### src/rtl/sorted_table_binary_search_unit_macros.svh
// ----------------------------------------------------------------------------
// Sorted table search assertion macros
// Shared concurrent assertion shorthands for the search unit RTL.
// ----------------------------------------------------------------------------
`ifndef SORTED_TABLE_BINARY_SEARCH_UNIT_MACROS_SVH
`define SORTED_TABLE_BINARY_SEARCH_UNIT_MACROS_SVH

// Same-cycle implication, disabled while reset is asserted.
`define STBS_ASSERT_IMPL(lbl, clk, rstn, ante, cons, msg) \
    lbl: assert property (@(posedge clk) disable iff (!(rstn)) (ante) |-> (cons)) \
        else $error(msg);

// Next-cycle implication, disabled while reset is asserted.
`define STBS_ASSERT_NEXT(lbl, clk, rstn, ante, cons, msg) \
    lbl: assert property (@(posedge clk) disable iff (!(rstn)) (ante) |=> (cons)) \
        else $error(msg);

`endif

### src/rtl/stbs_pkg.sv
// ----------------------------------------------------------------------------
// Sorted table search package
// Field widths, codes and the structs passed between the search modules.
// ----------------------------------------------------------------------------
package stbs_pkg;

    localparam int TABLE_DEPTH_DEF = 1024;
    localparam int VALUE_WIDTH_DEF = 32;

    // Field widths of the stream items.
    localparam int INDEX_W    = 10;
    localparam int VALUE_W    = 32;
    localparam int MODE_W     = 2;
    localparam int POSITION_W = 10;
    localparam int OCC_W      = 11;
    localparam int LENGTH_W   = 11;

    localparam int S_TDATA_W = 80;
    localparam int M_TDATA_W = 24;

    // Configuration port.
    localparam int APB_ADDR_W = 3;
    localparam int APB_DATA_W = 32;
    localparam int REG_IDX_W  = 1;
    localparam logic [REG_IDX_W-1:0] REG_TABLE_LENGTH = 1'b0;

    // Item kinds carried in s_tuser.
    localparam logic OP_WRITE = 1'b0;
    localparam logic OP_QUERY = 1'b1;

    typedef enum logic [MODE_W-1:0] {
        MODE_ANY   = 2'd0,
        MODE_FIRST = 2'd1,
        MODE_LAST  = 2'd2,
        MODE_COUNT = 2'd3
    } mode_t;

    typedef struct packed {
        logic  start;
        mode_t mode;
    } srch_req_t;

    typedef struct packed {
        logic idle;
        logic done;
    } srch_sts_t;

    typedef struct packed {
        logic                  found;
        logic [POSITION_W-1:0] position;
        logic [OCC_W-1:0]      occurrences;
    } srch_res_t;

endpackage

### src/rtl/stbs_search.sv
// ----------------------------------------------------------------------------
// Sorted table search sequencer
// Halving search over the table RAM, one probe per cycle.
// ----------------------------------------------------------------------------
`include "sorted_table_binary_search_unit_macros.svh"

module stbs_search #(
    parameter int TABLE_DEPTH = stbs_pkg::TABLE_DEPTH_DEF,
    parameter int VALUE_WIDTH = stbs_pkg::VALUE_WIDTH_DEF,
    localparam int AW = (TABLE_DEPTH > 1) ? $clog2(TABLE_DEPTH) : 1,
    localparam int CW = $clog2(TABLE_DEPTH + 1)
) (
    input  logic                          aclk,
    input  logic                          aresetn,
    input  stbs_pkg::srch_req_t           req,
    input  logic signed [VALUE_WIDTH-1:0] key,
    input  logic [CW-1:0]                 len,
    input  logic                          res_take,
    output stbs_pkg::srch_sts_t           sts,
    output stbs_pkg::srch_res_t           res,
    output logic                          rd_en,
    output logic [AW-1:0]                 rd_addr,
    input  logic signed [VALUE_WIDTH-1:0] rd_data
);

    import stbs_pkg::*;

    typedef enum logic [2:0] {
        S_IDLE   = 3'b001,
        S_PROBE  = 3'b010,
        S_FINISH = 3'b100
    } state_t;

    state_t                        state_reg, state_next;
    mode_t                         mode_reg, mode_next;
    logic signed [VALUE_WIDTH-1:0] key_reg, key_next;
    logic [CW-1:0]                 low_reg, hi_reg;
    logic [AW-1:0]                 mid_reg;
    logic                          hit_reg, hit_next;
    logic                          hit2_reg, hit2_next;
    logic                          second_reg, second_next;
    logic [AW-1:0]                 hit_pos_reg, hit_pos_next;
    logic [AW-1:0]                 first_pos_reg, first_pos_next;

    logic [CW-1:0] bnd_lo, bnd_hi, mid_cw, mid_calc;
    logic          eq, gt, go_left;
    logic [31:0]   pos_w, occ_w;

    assign eq      = (rd_data == key_reg);
    assign gt      = (rd_data > key_reg);
    assign go_left = (mode_reg == MODE_FIRST) || ((mode_reg == MODE_COUNT) && !second_reg);
    assign mid_cw  = CW'(mid_reg);

    // Midpoint of the half-open window [bnd_lo, bnd_hi); only used when it is not empty.
    assign mid_calc = bnd_lo + ((bnd_hi - bnd_lo - CW'(1)) >> 1);
    assign rd_addr  = mid_calc[AW-1:0];

    always_comb begin
        state_next     = state_reg;
        mode_next      = mode_reg;
        key_next       = key_reg;
        hit_next       = hit_reg;
        hit2_next      = hit2_reg;
        second_next    = second_reg;
        hit_pos_next   = hit_pos_reg;
        first_pos_next = first_pos_reg;
        bnd_lo         = low_reg;
        bnd_hi         = hi_reg;
        rd_en          = 1'b0;
        unique case (state_reg)
            S_IDLE: begin
                if (req.start) begin
                    mode_next   = req.mode;
                    key_next    = key;
                    hit_next    = 1'b0;
                    hit2_next   = 1'b0;
                    second_next = 1'b0;
                    bnd_lo      = '0;
                    bnd_hi      = len;
                    if (len != '0) begin
                        rd_en      = 1'b1;
                        state_next = S_PROBE;
                    end else begin
                        state_next = S_FINISH;
                    end
                end
            end
            S_PROBE: begin
                if (eq && (mode_reg == MODE_ANY)) begin
                    hit_next     = 1'b1;
                    hit_pos_next = mid_reg;
                    state_next   = S_FINISH;
                end else begin
                    if (eq) begin
                        hit_pos_next = mid_reg;
                        if (second_reg) begin
                            hit2_next = 1'b1;
                        end else begin
                            hit_next = 1'b1;
                        end
                    end
                    if ((eq && go_left) || (!eq && gt)) begin
                        bnd_lo = low_reg;
                        bnd_hi = mid_cw;
                    end else begin
                        bnd_lo = mid_cw + CW'(1);
                        bnd_hi = hi_reg;
                    end
                    if (bnd_lo < bnd_hi) begin
                        rd_en = 1'b1;
                    end else if ((mode_reg == MODE_COUNT) && !second_reg && (hit_reg || eq)) begin
                        // The first occurrence is known; rerun the search leaning right.
                        second_next    = 1'b1;
                        first_pos_next = eq ? mid_reg : hit_pos_reg;
                        bnd_lo         = '0;
                        bnd_hi         = len;
                        rd_en          = 1'b1;
                    end else begin
                        state_next = S_FINISH;
                    end
                end
            end
            S_FINISH: begin
                if (res_take) begin
                    state_next = S_IDLE;
                end
            end
            default: begin
                state_next = S_IDLE;
            end
        endcase
    end

    always_ff @(posedge aclk) begin
        if (!aresetn) begin
            state_reg <= S_IDLE;
        end else begin
            state_reg <= state_next;
        end
        mode_reg      <= mode_next;
        key_reg       <= key_next;
        hit_reg       <= hit_next;
        hit2_reg      <= hit2_next;
        second_reg    <= second_next;
        hit_pos_reg   <= hit_pos_next;
        first_pos_reg <= first_pos_next;
        if (rd_en) begin
            low_reg <= bnd_lo;
            hi_reg  <= bnd_hi;
            mid_reg <= rd_addr;
        end
    end

    // A right-leaning pass that misses leaves the last index at minus one.
    assign occ_w = (hit2_reg ? (32'(hit_pos_reg) + 32'd1) : 32'd0) - 32'(first_pos_reg);
    assign pos_w = 32'(hit_pos_reg);

    always_comb begin
        res.found       = hit_reg;
        res.position    = '0;
        res.occurrences = '0;
        if (hit_reg) begin
            if (mode_reg == MODE_COUNT) begin
                res.occurrences = occ_w[OCC_W-1:0];
            end else begin
                res.position = pos_w[POSITION_W-1:0];
            end
        end
    end

    assign sts.idle = (state_reg == S_IDLE);
    assign sts.done = (state_reg == S_FINISH);

    `STBS_ASSERT_IMPL(a_probe_after_read, aclk, aresetn, state_reg == S_PROBE, $past(rd_en), "probe without a read issued")
    `STBS_ASSERT_IMPL(a_mid_in_window, aclk, aresetn, state_reg == S_PROBE, (mid_cw >= low_reg) && (mid_cw < hi_reg), "probe address outside the search window")
    `STBS_ASSERT_IMPL(a_second_pass_count, aclk, aresetn, (state_reg == S_PROBE) && second_reg, hit_reg && (mode_reg == MODE_COUNT), "second pass without a first hit in count mode")
    `STBS_ASSERT_NEXT(a_result_released, aclk, aresetn, (state_reg == S_FINISH) && res_take, state_reg == S_IDLE, "taken result did not release the sequencer")

endmodule
### config.mk
export PLATFORM = sky130hd
export DESIGN_NAME = stbs_search
export DESIGN_NICKNAME = d
export VERILOG_FILES = /design/src/rtl/stbs_pkg.sv /design/src/rtl/stbs_search.sv
export VERILOG_INCLUDE_DIRS = /design/src /design/src/rtl
export SDC_FILE = /design/constraint.sdc
export NUM_CORES = 1
export LEC_CHECK = 0
export ABC_AREA = 0
export BUFFER_PORTS_ARGS = -buffer_cell sky130_fd_sc_hd__buf_4
export CELL_PAD_IN_SITES_DETAIL_PLACEMENT = 2
export CELL_PAD_IN_SITES_GLOBAL_PLACEMENT = 2
export CORE_MARGIN = 1
export CORE_UTILIZATION = 36
export CTS_CLUSTER_DIAMETER = 40
export DETAILED_ROUTE_END_ITERATION = 8
export GPL_TIMING_DRIVEN = 0
export PLACE_DENSITY = 0.81
export SYNTH_ARGS = -nofsm -noshare
export SYNTH_HDL_FRONTEND = slang
export SYNTH_SLANG_ARGS = --single-unit
### constraint.sdc
create_clock -name aclk -period 10.6 [get_ports aclk]
set_clock_uncertainty 0.05 [all_clocks]
set_input_delay 0.53 -clock aclk [delete_from_list [all_inputs] [get_ports aclk]]
set_output_delay 0.53 -clock aclk [all_outputs]
set_load 0.01 [all_outputs]
==> out/metrics.cfg, run 1 <==
[floorplanning]
die_w_um=137
die-area_um2=18700
coreArea_um2=17500
die_h_um=137
start_util_pct=37.4
fp-row-count=48
io_pins=116

[placement]
gp_congestion=0.869
dp_cells=985
io_buffers=115
dp_hpwl_um=16000

[synthesis]
synth_area_leaders=edfxtp_1, ha_1, inv_1, nand2_1, xnor2_1
ys_types=72
synthArstFlopShare_pct=0
synth-main-ff-cell=edfxtp_1
ys_seq_area_share_pct=41.7
avgSynthCellArea_um2=10.2
yosysTopAreaCellShare_pct=40.8
synth_cells=644
synth_area_um2=6550
synth.net_count=798
synth_top_area_cell=edfxtp_1
synth_warnings=0
synth-seq-cells=92
synth_edf_count=89

[setup_path]
cp_slowest_cell=nor4_4
rr_worst_depth=35
crit_fanout=10
crit_type=flip-flop to primary output
arrival_ns=9.34
start_kind=flip-flop
worst_path_largest_cell_delay_ns=0.44
worst_setup_path_end_kind=primary output
cp.required_ns=10.02

[detailed_routing]
dr.pass1.iters=4
wirelength_um=19900
route.detailed.drc=0
vias=5447
viasPerCell=5.44
antenna_left=0
routedWlPerCell_um=19.9
drt_iter0_markers=185

[timing]
fmax_mhz=101
rsz0062_at_grt=false
final.setup.tns_ns=0
finalHoldViolations=0
finalCritPeriodShare_pct=93.6
setup_viol=0
min_period_ns=9.92
slew_headroom_pct=30.9
maxSlewViolCount=0
tightest_slew_ns=1.03
whs_ns=0.292

[power_and_ir_drop]
combPwrFrac_pct=46.0
swShare_pct=38.1
power_frac_seq_pct=32.9
power_density_nw_per_um2=196
intPower_uw=975
pwr-share-clk_pct=21.1
switchingPower_uw=601
vdd.ir_drop.worst_v=0.000120
leakage_uw=0.00363

[min_path]
worst_hold_path_type=input pin to flip-flop
min_path_cells=1

[finish]
layout.nets=925
largest_reg_flops=32
area_delta_synth_final_pct=22.7
fillers=1863
instances_no_fill=1001
diodes=0
postLayoutCoreUtil_pct=45.8
drive_gt1_share_pct=21.4

[clocking]
cts_root_buf=clkbuf_16
cts_num_sinks=92
clkTransAtPathRegs_ns=0.07
ctsHtreeMaxLevel=3
cts_tree=built
clockBufferDepth=2
postCtsSetupBuffers=0
numCtsBuffers=9
clk-insertion-delay-late_ns=0.36

[outcome]
outcome=completed

[global_route]
grt_pass1_vias=6128
met3_usage_pct=2.59
grt_max_degree=40
use_met2_pct=42.3
grtUsageTotal_pct=22.6
antenna_found_initial=0
top_usage_layer=met2
grt_overflow_total=0
grt_use_met1_pct=26.4
grt_pass1_wl_um=31900

[flow_run]
cap_violations=0

## path summary, 6_finish.rpt
kind | slack, ns | from | endpoint
worst max-delay path | 0.68 | key_reg[23] | rd_addr[9]
worst min-delay path | 0.29 | key[24] | key_reg[24]
worst max register to register | 1.54 | key_reg[23] | mid_reg[9]
worst min register to register | 0.60 | hi_reg[2] | hi_reg[2]
## final cells by class
type / instances / area (um2) / area share (%)
multi-input cells: 468 / 3500 / 43.5
flip-flops and latches: 92 / 2730 / 34.0
repair buffers: 116 / 891 / 11.1
well taps: 225 / 282 / 3.50
inverters: 70 / 263 / 3.27
clock buffers: 10 / 229 / 2.85
clock inverters: 6 / 71.3 / 0.887
plain buffers: 14 / 68.8 / 0.856
## metrics by stage
step / power (uW) / setup WS [ns] / cell area [um2]
floorplan: 964 / 2.36 / 6550
global placement: 1200 / 0.725 / 7690
detailed placement: 1240 / 0.376 / 7730
CTS: 1590 / 0.240 / 8030
global route: 1670 / 0.149 / 8040
finish: 1580 / 0.676 / 8040
## critical path, delay by kind of cell, from the launching register on
family | cells | cell delay, ns
fa+ha+maj | 4 | 1.37
simple gates | 9 | 2.34
flops | 1 | 0.33
xor+xnor | 1 | 0.33
buf+inv | 6 | 1.26
compound gates | 16 | 3.33
## layout by cell type (no fill, tap or decap), types with 4 or more instances in the layout
master     netlist  final
and2_1           9      9
mux2i_1          8      8
a21o_1          19     19
ha_1            71     71
a21boi_0         5      5
o31ai_1          5      5
nor2b_1          5      5
nor3_1           5      5
nor2_1          41     41
nand4_1          6      6
a22oi_1          6      6
a221o_1          9      9
and3_1          18     18
o21a_1           7      7
nor4_1           4      4
a21oi_1         38     38
inv_1           69     68
clkbuf_16        0      9
o211ai_1         4      4
nand3_1         16     16
xor2_1          12     12
a22o_1           5      5
nand2_1         63     63
o21bai_1         7      7
clkbuf_1         9      9
a31o_2           5      5
edfxtp_1        89     89
o21ai_0         22     21
xnor2_1         26     26
buf_4            1    116
## power by group through the flow
stage / clock (uW) / combinational [uW] / sequential (uW)
finish: 332 / 725 / 518
global placement: 0 / 673 / 525
detailed placement: 0 / 717 / 525
floorplan: 0 / 461 / 504
global route: 351 / 793 / 524
CTS: 338 / 730 / 518
## Yosys cell counts, types with 2 or more instances
cell	number
edfxtp_1	89
ha_1	71
inv_1	69
nand2_1	63
nor2_1	41
a21oi_1	38
xnor2_1	26
o21ai_0	22
a21o_1	19
and3_1	18
nand3_1	16
xor2_1	12
a221o_1	9
and2_1	9
clkbuf_1	9
mux2i_1	8
o21a_1	7
o21bai_1	7
a22oi_1	6
nand4_1	6
a21boi_0	5
a22o_1	5
a31o_2	5
nor2b_1	5
nor3_1	5
o31ai_1	5
nor4_1	4
o211ai_1	4
a2111oi_0	3
a211oi_1	3
dfxtp_1	3
nand2b_1	3
or3_1	3
a211o_1	2
a221oi_1	2
buf_2	2
fa_1	2
mux2_2	2
nor3_2	2
nor3b_1	2
## metal layers
| layer | up-vias | share of wire (%) |
|---|---|---|
| li1 | 2609 | - |
| met1 | 2711 | 42 |
| met2 | 106 | 53 |
| met3 | 21 | 3.0 |
| met4 | 0 | 1.8 |
| met5 | - | 0 |
## logic make-up (layout without fill, tap and decap cells)
group / Yosys count / in the layout / share of synthesized area, %
compound gates: 158 / 158 / 17.6
xor+xnor: 39 / 39 / 5.43
fa+ha+maj: 73 / 73 / 14.2
buf+inv: 84 / 216 / 5.02
flops: 92 / 92 / 41.7
mux: 11 / 11 / 1.78
simple gates: 187 / 187 / 14.3
## repair_timing
| item | 4_1_cts | 5_1_grt |
|---|---|---|
| hold buffers | 0 | 0 |
| gates resized for setup | 0 | 3 |
| endpoints found under the setup margin | 0 | 1 |
No activity file was read; power rests on OpenSTA's default activity.
==> run 2: changes to the inputs <==
Settings changed: CORE_UTILIZATION 36 to 39, PLACE_DENSITY 0.81 to 0.87.
Clock period 10.6 ns to 12.8 ns, I/O delays scaled along.
==> run 2 against run 1 <==
  * Sequential power down 17%
  * Clock-buffer cell count up 5
  * Combinational power down 18%
  * Largest cell class unchanged
  * Critical path type is now input pin to primary output
  * Die area down 7.6%
==> out/metrics.cfg, run 2 (synthesis gave the netlist of run 1 again) <==
[clocking]
cts_num_sinks=92
cts_root_buf=clkbuf_16
clkTransAtPathRegs_ns=0.07
ctsHtreeMaxLevel=3
cts_tree=built
postCtsSetupBuffers=0
numCtsBuffers=9
cts-resized-gates=0
ctsHoldBuffers=0
clk-insertion-delay-late_ns=0.35
clockBufferDepth=2

[setup_path]
worst_setup_path_end_kind=primary output
crit_type=input pin to primary output
cp.required_ns=12.11
crit_fanout=10
cp_slowest_cell=buf_1
cpMostUsedCell=a21oi_1
start_kind=input pin
worst_path_largest_cell_delay_ns=0.60
path_buf_inv=6
arrival_ns=9.84
critPathTopFamily=compound AO/OA/AOI/OAI gates

[placement]
dp_cells=980
io_buffers=115
gp_congestion=0.870
dp_hpwl_um=16800

[timing]
fmax_mhz=95.0
final.setup.tns_ns=0
maxSlewViolCount=0
whs_ns=0.408
finalCritPeriodShare_pct=82.3
min_period_ns=10.53
finalHoldViolations=0
setup_viol=0
tightest_slew_ns=0.969
rsz0062_at_grt=false
slew_headroom_pct=34.8

[global_route]
grt_pass1_wl_um=33700
grt_overflow_total=0
grtUsageTotal_pct=25.0
antenna_found_initial=0
grt_pass1_vias=6269
grt_max_degree=40

[floorplanning]
die-area_um2=17300
die_h_um=132
coreArea_um2=16500
io_pins=116
die_w_um=132
start_util_pct=39.8
fp-row-count=47

[detailed_routing]
drt_iter0_markers=289
viasPerCell=5.52
route.detailed.drc=0
vias=5501
wirelength_um=20800
routedWlPerCell_um=20.9
antenna_left=0
dr.pass1.iters=5

[min_path]
worst_hold_path_type=input pin to flip-flop

[finish]
area_delta_synth_final_pct=22.7
instances_no_fill=996
final_cell_mix=buf_4, edfxtp_1, ha_1
final_common_cell=buf_4
largest_reg_flops=32
fillers=1725
postLayoutCoreUtil_pct=48.8
diodes=0
drive_gt1_share_pct=20.9
layout.nets=925

[power_and_ir_drop]
power_density_nw_per_um2=163
vdd.ir_drop.worst_v=0.000119
leakage_uw=0.00364
total_power_uw=1310

[outcome]
outcome=completed

[flow_run]
cap_violations=0

[run 2: report_power, final]
group | internal (uW) | total [uW] | switching [uW] | leakage, uW
Sequential | 388 | 431 | 43.1 | 0.000800
Clock | 168 | 282 | 114 | 0.000150
Combinational | 265 | 598 | 333 | 0.00269
[run 2: worst reg2reg max path, delay by kind of cell, from the launching register on]
family                     cells  cell delay (ns)
AOI/OAI and AO/OA             17             3.68
xor gates and xnor gates       1             0.32
DFF                            1             0.34
buffers and inverters          5             1.45
adders and majority gates      4             1.30
and+or+nand+nor                8             2.21
[run 2: area by class of cell]
class                      instances  area (um2)  share of cell area (%)
multi-input combinational        468        3500                    43.6
sequential                        92        2730                    34.0
timing repair buffer             116         891                    11.1
clock buffer                      15         278                    3.46
tap                              220         275                    3.43
inverter                          70         263                    3.27
buffer                            14        66.3                   0.825
clock inverter                     1        30.0                   0.374
[run 2: per-layer routing]
metal / share of wire, % / global-route usage [%] / up-vias
li1: - / - / 2612
met5: 0 / 0 / -
met1: 41 / 29.4 / 2730
met4: 2.9 / 11.2 / 0
met2: 53 / 45.4 / 121
met3: 2.9 / 2.78 / 38
[run 2: path summary, 6_finish.rpt]
path,cells past startpoint,slack (ns),endpoint,startpoint
setup / recovery,36,2.27,rd_addr[9],rd_data[30]
hold reg to reg,1,0.60,hi_reg[10],hi_reg[10]
setup reg to reg,35,3.25,mid_reg[9],key_reg[30]
hold / removal,1,0.41,key_reg[26],key[26]
[run 2: through the flow]
stage,setup WS (ns),area [um2]
2_1_floorplan,4.34,6550
3_3_place_gp,2.76,7690
3_5_place_dp,2.39,7730
4_1_cts,2.28,8040
5_1_grt,1.60,8040
6_report,2.27,8040
